[src/cda_pkg.sv]
// ----------------------------------------------------------------------------
// cda_pkg
// shared widths, limits, month lengths and controller/datapath interfaces
// ----------------------------------------------------------------------------
package cda_pkg;

  localparam int YEAR_W  = 14;
  localparam int MONTH_W = 4;
  localparam int DAY_W   = 5;
  localparam int OFS_W   = 17;

  localparam logic [YEAR_W-1:0]  YEAR_MIN        = 14'd1;
  localparam logic [YEAR_W-1:0]  YEAR_MAX        = 14'd9999;
  localparam logic [MONTH_W-1:0] MONTHS_PER_YEAR = 4'd12;
  localparam int                 MONTH_PAST_END  = 13;

  // floor(y / 100) as (y * RECIP_100) >> RECIP_SHIFT, exact for 14-bit y
  localparam logic [12:0] RECIP_100   = 13'd5243;
  localparam int          RECIP_SHIFT = 19;

  localparam logic [DAY_W-1:0] MONTH_LEN [MONTH_PAST_END] = '{
    5'd0, 5'd31, 5'd28, 5'd31, 5'd30, 5'd31, 5'd30,
    5'd31, 5'd31, 5'd30, 5'd31, 5'd30, 5'd31
  };

  // length of month m, zero for a month code that is not a month
  function automatic logic [DAY_W-1:0] month_days(input logic [MONTH_W-1:0] m,
                                                  input logic leap);
    logic [DAY_W-1:0] len;
    len = 5'd0;
    if (m != 4'd0 && m <= MONTHS_PER_YEAR) begin
      len = MONTH_LEN[m];
      if (m == 4'd2 && leap) begin
        len = 5'd29;
      end
    end
    return len;
  endfunction

  typedef struct packed {
    logic load;      // capture a new transaction
    logic init_mod;  // derive year mod 100 and century mod 4
    logic check;     // latch the validity flag
    logic step;      // one month of carry or borrow
  } cda_cmd_t;

  typedef struct packed {
    logic invalid;   // starting date is not a real date
    logic fin;       // current step lands on the final date
  } cda_status_t;

endpackage

[src/calendar_date_add_days_unit.sv]
// ----------------------------------------------------------------------------
// calendar_date_add_days_unit
// gregorian date plus a signed day offset, stepped one month per cycle
// ----------------------------------------------------------------------------
// a transaction is taken when start is high and busy is low. the result is
// shown on the result ports for exactly one cycle with done high; the
// receiver cannot stall it, so it must capture the result in that cycle.
// the month-step loop in the datapath, one boundary per cycle, sets how long
// a transaction takes: it walks each month boundary the offset crosses (up
// to about 2200 for the largest offsets). an invalid starting date skips the
// month steps and finishes with the start fields echoed and invalid_input
// set. a result before 0001-01-01 or after 9999-12-31 is clamped to that
// date with year_out_of_range set.
module calendar_date_add_days_unit (
  input  logic                             clk,
  input  logic                             rst,
  input  logic                             start,
  output logic                             busy,
  output logic                             done,
  input  logic [cda_pkg::YEAR_W-1:0]       start_year,
  input  logic [cda_pkg::MONTH_W-1:0]      start_month,
  input  logic [cda_pkg::DAY_W-1:0]        start_day,
  input  logic signed [cda_pkg::OFS_W-1:0] offset_days,
  output logic [cda_pkg::YEAR_W-1:0]       result_year,
  output logic [cda_pkg::MONTH_W-1:0]      result_month,
  output logic [cda_pkg::DAY_W-1:0]        result_day,
  output logic                             year_out_of_range,
  output logic                             invalid_input
);
  import cda_pkg::*;

  // command and status between sequencer and datapath
  cda_cmd_t    cmd;
  cda_status_t status;

  // sequencer: idle, leap setup, validity check, month steps, result cycle
  cda_ctrl u_ctrl (
    .clk    (clk),
    .rst    (rst),
    .start  (start),
    .status (status),
    .cmd    (cmd),
    .busy   (busy),
    .done   (done)
  );

  // datapath: date registers double as the result registers
  cda_datapath u_datapath (
    .clk               (clk),
    .cmd               (cmd),
    .start_year        (start_year),
    .start_month       (start_month),
    .start_day         (start_day),
    .offset_days       (offset_days),
    .status            (status),
    .result_year       (result_year),
    .result_month      (result_month),
    .result_day        (result_day),
    .year_out_of_range (year_out_of_range),
    .invalid_input     (invalid_input)
  );

endmodule

[src/cda_ctrl.sv]
// ----------------------------------------------------------------------------
// cda_ctrl
// sequencer: load, leap setup, validity check, month steps, result strobe
// ----------------------------------------------------------------------------
module cda_ctrl (
  input  logic                 clk,
  input  logic                 rst,
  input  logic                 start,
  input  cda_pkg::cda_status_t status,
  output cda_pkg::cda_cmd_t    cmd,
  output logic                 busy,
  output logic                 done
);
  import cda_pkg::*;

  localparam logic [2:0] ST_IDLE  = 3'd0;
  localparam logic [2:0] ST_MOD   = 3'd1;
  localparam logic [2:0] ST_CHECK = 3'd2;
  localparam logic [2:0] ST_STEP  = 3'd3;
  localparam logic [2:0] ST_DONE  = 3'd4;

  logic [2:0] state;
  logic [2:0] state_next;

  always_comb begin
    state_next   = state;
    cmd          = '0;
    unique case (state)
      ST_IDLE: begin
        if (start) begin
          cmd.load   = 1'b1;
          state_next = ST_MOD;
        end
      end
      ST_MOD: begin
        cmd.init_mod = 1'b1;
        state_next   = ST_CHECK;
      end
      ST_CHECK: begin
        cmd.check  = 1'b1;
        state_next = status.invalid ? ST_DONE : ST_STEP;
      end
      ST_STEP: begin
        cmd.step = 1'b1;
        if (status.fin) begin
          state_next = ST_DONE;
        end
      end
      ST_DONE: begin
        state_next = ST_IDLE;
      end
      default: begin
        state_next = ST_IDLE;
      end
    endcase
  end

  always_ff @(posedge clk) begin
    if (rst) begin
      state <= ST_IDLE;
    end else begin
      state <= state_next;
    end
  end

  assign busy = (state != ST_IDLE);
  assign done = (state == ST_DONE);

endmodule

[src/cda_datapath.sv]
// ----------------------------------------------------------------------------
// cda_datapath
// date registers, remaining offset, leap tracking and one-month step logic
// ----------------------------------------------------------------------------
module cda_datapath (
  input  logic                        clk,
  input  cda_pkg::cda_cmd_t           cmd,
  input  logic [cda_pkg::YEAR_W-1:0]  start_year,
  input  logic [cda_pkg::MONTH_W-1:0] start_month,
  input  logic [cda_pkg::DAY_W-1:0]   start_day,
  input  logic signed [cda_pkg::OFS_W-1:0] offset_days,
  output cda_pkg::cda_status_t        status,
  output logic [cda_pkg::YEAR_W-1:0]  result_year,
  output logic [cda_pkg::MONTH_W-1:0] result_month,
  output logic [cda_pkg::DAY_W-1:0]   result_day,
  output logic                        year_out_of_range,
  output logic                        invalid_input
);
  import cda_pkg::*;

  logic [YEAR_W-1:0]        year, year_next;
  logic [MONTH_W-1:0]       month, month_next;
  logic [DAY_W-1:0]         day, day_next;
  logic signed [OFS_W-1:0]  rem, rem_next;
  logic [7:0]               q100;
  logic [6:0]               ymod100, ymod100_next;
  logic [1:0]               cmod4, cmod4_next;
  logic                     oor, oor_next;
  logic                     inv;

  logic [26:0]              prod;
  logic [14:0]              q_times_100;
  logic [YEAR_W-1:0]        mod_full;
  logic                     leap;
  logic [DAY_W-1:0]         dim;
  logic [DAY_W-1:0]         dim_prev;
  logic [5:0]               gap;
  logic [OFS_W-1:0]         mag;
  logic                     fin;

  assign prod        = {13'd0, start_year} * {14'd0, RECIP_100};
  assign q_times_100 = {7'd0, q100} * 15'd100;
  assign mod_full    = year - q_times_100[YEAR_W-1:0];

  assign leap = ((year[1:0] == 2'd0) && (ymod100 != 7'd0)) ||
                ((ymod100 == 7'd0) && (cmod4 == 2'd0));
  assign dim  = month_days(month, leap);
  // month before the current one; december is always 31 days
  assign dim_prev = (month == 4'd1) ? 5'd31 : month_days(month - 4'd1, leap);
  assign gap  = {1'b0, dim} - {1'b0, day} + 6'd1;
  assign mag  = -rem;

  assign status.invalid = (year < YEAR_MIN) || (year > YEAR_MAX) ||
                          (month == 4'd0) || (month > MONTHS_PER_YEAR) ||
                          (day == 5'd0) || (day > dim);

  always_comb begin
    year_next    = year;
    month_next   = month;
    day_next     = day;
    rem_next     = rem;
    ymod100_next = ymod100;
    cmod4_next   = cmod4;
    oor_next     = oor;
    fin          = 1'b0;
    priority if (rem == '0) begin
      fin = 1'b1;
    end else if (!rem[OFS_W-1]) begin
      // forward: jump to the first of next month or land inside this one
      if (rem >= $signed({{(OFS_W-6){1'b0}}, gap})) begin
        if (month == MONTHS_PER_YEAR && year == YEAR_MAX) begin
          day_next = 5'd31;
          oor_next = 1'b1;
          rem_next = '0;
          fin      = 1'b1;
        end else begin
          rem_next = rem - $signed({{(OFS_W-6){1'b0}}, gap});
          day_next = 5'd1;
          if (month == MONTHS_PER_YEAR) begin
            month_next = 4'd1;
            year_next  = year + 14'd1;
            if (ymod100 == 7'd99) begin
              ymod100_next = 7'd0;
              cmod4_next   = cmod4 + 2'd1;
            end else begin
              ymod100_next = ymod100 + 7'd1;
            end
          end else begin
            month_next = month + 4'd1;
          end
        end
      end else begin
        day_next = day + rem[DAY_W-1:0];
        rem_next = '0;
        fin      = 1'b1;
      end
    end else begin
      // backward: drop to the last day of the previous month or land here
      if (mag >= {{(OFS_W-DAY_W){1'b0}}, day}) begin
        if (month == 4'd1 && year == YEAR_MIN) begin
          day_next = 5'd1;
          oor_next = 1'b1;
          rem_next = '0;
          fin      = 1'b1;
        end else begin
          rem_next = rem + $signed({{(OFS_W-DAY_W){1'b0}}, day});
          day_next = dim_prev;
          if (month == 4'd1) begin
            month_next = MONTHS_PER_YEAR;
            year_next  = year - 14'd1;
            if (ymod100 == 7'd0) begin
              ymod100_next = 7'd99;
              cmod4_next   = cmod4 - 2'd1;
            end else begin
              ymod100_next = ymod100 - 7'd1;
            end
          end else begin
            month_next = month - 4'd1;
          end
        end
      end else begin
        day_next = day - mag[DAY_W-1:0];
        rem_next = '0;
        fin      = 1'b1;
      end
    end
  end

  assign status.fin = fin;

  always_ff @(posedge clk) begin
    if (cmd.load) begin
      year  <= start_year;
      month <= start_month;
      day   <= start_day;
      rem   <= offset_days;
      q100  <= prod[RECIP_SHIFT+7:RECIP_SHIFT];
      oor   <= 1'b0;
      inv   <= 1'b0;
    end else if (cmd.init_mod) begin
      ymod100 <= mod_full[6:0];
      cmod4   <= q100[1:0];
    end else if (cmd.check) begin
      inv <= status.invalid;
    end else if (cmd.step) begin
      year    <= year_next;
      month   <= month_next;
      day     <= day_next;
      rem     <= rem_next;
      ymod100 <= ymod100_next;
      cmod4   <= cmod4_next;
      oor     <= oor_next;
    end
  end

  assign result_year       = year;
  assign result_month      = month;
  assign result_day        = day;
  assign year_out_of_range = oor;
  assign invalid_input     = inv;

endmodule

[config.mk]
export PLATFORM = sky130hd
export DESIGN_NAME = calendar_date_add_days_unit
export DESIGN_NICKNAME = d
export VERILOG_FILES = /design/src/cda_pkg.sv /design/src/calendar_date_add_days_unit.sv /design/src/cda_ctrl.sv /design/src/cda_datapath.sv
export SDC_FILE = /design/constraint.sdc
export NUM_CORES = 1
export LEC_CHECK = 0
export BUFFER_PORTS_ARGS = -buffer_cell sky130_fd_sc_hd__buf_2
export CORE_MARGIN = 2
export CORE_UTILIZATION = 45
export CTS_CLUSTER_SIZE = 14
export DETAILED_ROUTE_END_ITERATION = 7
export PLACE_DENSITY = 0.74
export SLEW_MARGIN = 30
export SYNTH_ARGS = -nofsm -noshare
export SYNTH_HDL_FRONTEND = slang
export SYNTH_SLANG_ARGS = --single-unit
[constraint.sdc]
create_clock -name clk -period 8.06 [get_ports clk]
set_input_delay 0.806 -clock clk [delete_from_list [all_inputs] [get_ports clk]]
set_output_delay 0.806 -clock clk [all_outputs]
set_load 0.01 [all_outputs]
==> results_dict.tcl <==
set metrics [dict create \
    slew_headroom_pct 44.7 \
    route.detailed.drc 0 \
    grt_pass1_vias 7515 \
    clk_pin_slew_ns 0.06 \
    final_core_util_pct 50.6 \
    cp_num_buf_inv 2 \
    p_per_area_nw_per_um2 359 \
    async_flop_share_pct 0 \
    num_rows 51 \
    synth_area_sq_um 9040 \
    h-tree-depth 3 \
    tightest_slew_ns 0.830 \
    criticalPathCategory "flop to flop" \
    dieArea_sq_um 21200 \
    layout_min_cycle_time_ns 6.40 \
    synth_top_cell_area_share_pct 19.0 \
    dp_hpwl_mm 17.5 \
    grt_max_degree 50 \
    grt_setup_unrepaired "no" \
    placed_cell_area_sq_um 9590 \
    drt-initial-drc-count 554 \
    slew_violations 0 \
    fillers 1846 \
    seqCellArea_sq_um 1720 \
    cts_setup_buffers 0 \
    hold_class "flop to flop" \
    avgViaCountPerCell 5.72 \
    yosys.area.top_type "ha_1" \
    overflow 0 \
    die_height_um 146 \
    synth.most_common_cell "inv_1" \
    grt_util_all_layers_pct 21.7 \
    grt_first_pass_wirelength_mm 37.8 \
    drt_wl_total_mm 22.5 \
    status "complete, no violations" \
    cts.sinks 59 \
    hold_viol_final 0 \
    drt-wirelength-per-cell_um 16.8 \
    syn_nets 1270 \
    clockRootBuffer "clkbuf_16" \
    fmax_mhz 156 \
    antenna_found_initial 0 \
    pre_cts_slack_ns 1.64 \
    area_delta_synth_final_pct 9.58 \
    yosys_warnings 0 \
    fin_nets 1316 \
    timing.hold.ws_ns 0.447 \
    num_antenna_cells 0 \
    endpoint_kind "flop" \
    dpl.cell_count 1322 \
    die_w_um 146 \
    gp_congestion 0.944 \
    yosys-top-cells-count "inv_1, ha_1, nor2_1" \
    setup_viol 0 \
    initial_core_util_pct 46.1 \
    cp_cell_sequence "nor4_1 -> a21oi_1 -> a31oi_1 -> a22oi_1 -> o21ai_0 -> ha_1 -> fa_1 -> nand3_1 -> mux2i_1 -> a211oi_1 -> xnor2_1 -> ha_1 -> inv_1 -> o21ai_0 -> o21ai_1 -> nand2_1 -> nor3b_1 -> a2111o_2 -> o21ai_1 -> buf_4" \
    clock_skew_ns 0.0112 \
    cts_tree "yes" \
    synth_flop_cell "edfxtp_1" \
    cp_top_family "compound AO/OA/AOI/OAI gates" \
    vias 7654 \
    crit_required_ns 8.15 \
    final_antenna_net_count 0 \
    worst_slack_ns 1.66 \
    synthCells 1022 \
    instances_no_fill 1338 \
    syn_area_per_cell_sq_um 8.85 \
    ys_top_cells_by_area "ha_1, edfxtp_1, fa_1, inv_1, xnor2_1" \
    final_layout_size_suffix_gt1_share_pct 10.6 \
    timing.final.crit_share_pct 79.4 \
    cts_buffer_depth 2 \
    slowest_stage "nor4_1" \
    peakVddDrop_mv 0.320 \
    cap_violations 0 \
    yosysSeqAreaShare_pct 19.0 \
    clock_latency_ns 0.35 \
    arrival_ns 6.49 \
    io_pins 70 \
    portBuffers 69 \
    first_pass_iters 7 \
    multiInputGateArea_sq_um 6610 \
    cts_resized 0 \
    setup_tns_ns 0 \
    coreArea_sq_um 19600 \
    ys_ff_latch 59 \
    power.leakage_nw 4.47 \
    cts_made_buffers 9 \
    p_total_mw 3.55 \
    ys_types 77 \
    crit_path_max_fanout 14 \
    design_area_sq_um 9910 \
    max_stage_delay_ns 0.71 \
    synth_edf_count 54 \
    cts_hold_buf 0 \
    start_kind "flop" \
]
-- sequential cells by signal, indices dropped and copies added (netlist names) --
register	flops
u_datapath.rem	17
u_datapath.cmod4	2
u_datapath.invalid_input	1
u_datapath.ymod100	7
u_datapath.q100	5
u_datapath.year_out_of_range	1
u_ctrl.state	3
u_datapath.result_day	5
u_datapath.result_year	14
u_datapath.result_month	4
-- per-layer routing --
metal  share of wire, %  GRT usage [%]  vias up
met4                1.8           6.27        0
met5                  0              0        -
met1                 44           30.2     3672
met3                6.6           3.04       37
li1                   -              -     3658
met2                 47           35.4      287
-- layout make-up --
type	count	share of cell area, %
timing repair buffer	74	3.87
tap	265	3.35
inverter	147	5.57
clock inverter	7	0.846
clock buffer	9	2.27
sequential	59	17.4
multi-input combinational	777	66.7
-- cells in the final DEF (no fill, tap or decap), types with 4 or more instances in the layout --
cell type	instances
nor3b_1	6
and3_1	12
a2111oi_0	4
mux2i_1	6
o211ai_1	6
edfxtp_1	54
nor2_1	77
a21oi_1	59
o21ai_1	6
or3_1	6
o21bai_1	5
nand3_1	25
clkbuf_16	9
or4_1	5
buf_2	69
o21ai_0	39
fa_1	68
a211oi_1	6
ha_1	137
a221oi_1	4
dfxtp_1	5
nor4_1	7
xnor2_1	41
nor3_1	15
or2_2	5
and2_1	9
nand4_1	12
xor2_1	28
a31oi_1	8
a21o_1	12
nor2b_1	8
o21a_1	5
nand2_1	72
o22ai_1	11
o31ai_1	4
nand2b_1	6
buf_4	5
a311oi_1	4
inv_1	146
-- path summary, 6_finish.rpt --
kind / startpoint / end / slack (ns) / cells past startpoint
setup / recovery: u_datapath.ymod100[3]$_DFFE_PP_ / u_datapath.result_year[0]$_DFFE_PP_ / 1.66 / 20
hold / removal: u_datapath.year_out_of_range$_SDFFE_PP0P_ / u_datapath.year_out_of_range$_SDFFE_PP0P_ / 0.45 / 2
setup reg to reg: u_datapath.ymod100[3]$_DFFE_PP_ / u_datapath.result_year[0]$_DFFE_PP_ / 1.66 / 20
hold reg to reg: u_datapath.year_out_of_range$_SDFFE_PP0P_ / u_datapath.year_out_of_range$_SDFFE_PP0P_ / 0.45 / 2
-- power breakdown --
part	internal (mW)	switching [mW]	leakage, nW
combinational	1.06	1.37	3.76
sequential	0.497	0.212	0.555
clock	0.245	0.167	0.149
total	1.80	1.75	4.47
-- cells by family after synthesis --
family          after synthesis  share of synthesized area [%]
xor+xnor                     69                           6.69
mux                           6                          0.664
simple gates                286                           16.3
buf+inv                     186                           7.93
flops                        59                           19.0
compound gates              211                           15.4
fa+ha+maj                   205                           34.0
-- worst reg2reg max path: stages (launching register included) --
cell	delay, ns
edfxtp_1	0.53
nor4_1	0.71
a21oi_1	0.15
a31oi_1	0.33
a22oi_1	0.11
o21ai_0	0.62
ha_1	0.42
fa_1	0.48
nand3_1	0.12
mux2i_1	0.08
a211oi_1	0.29
xnor2_1	0.18
ha_1	0.30
inv_1	0.16
o21ai_0	0.11
o21ai_1	0.35
nand2_1	0.18
nor3b_1	0.46
a2111o_2	0.25
o21ai_1	0.08
buf_4	0.23
Power figures use the tool's default switching activity.
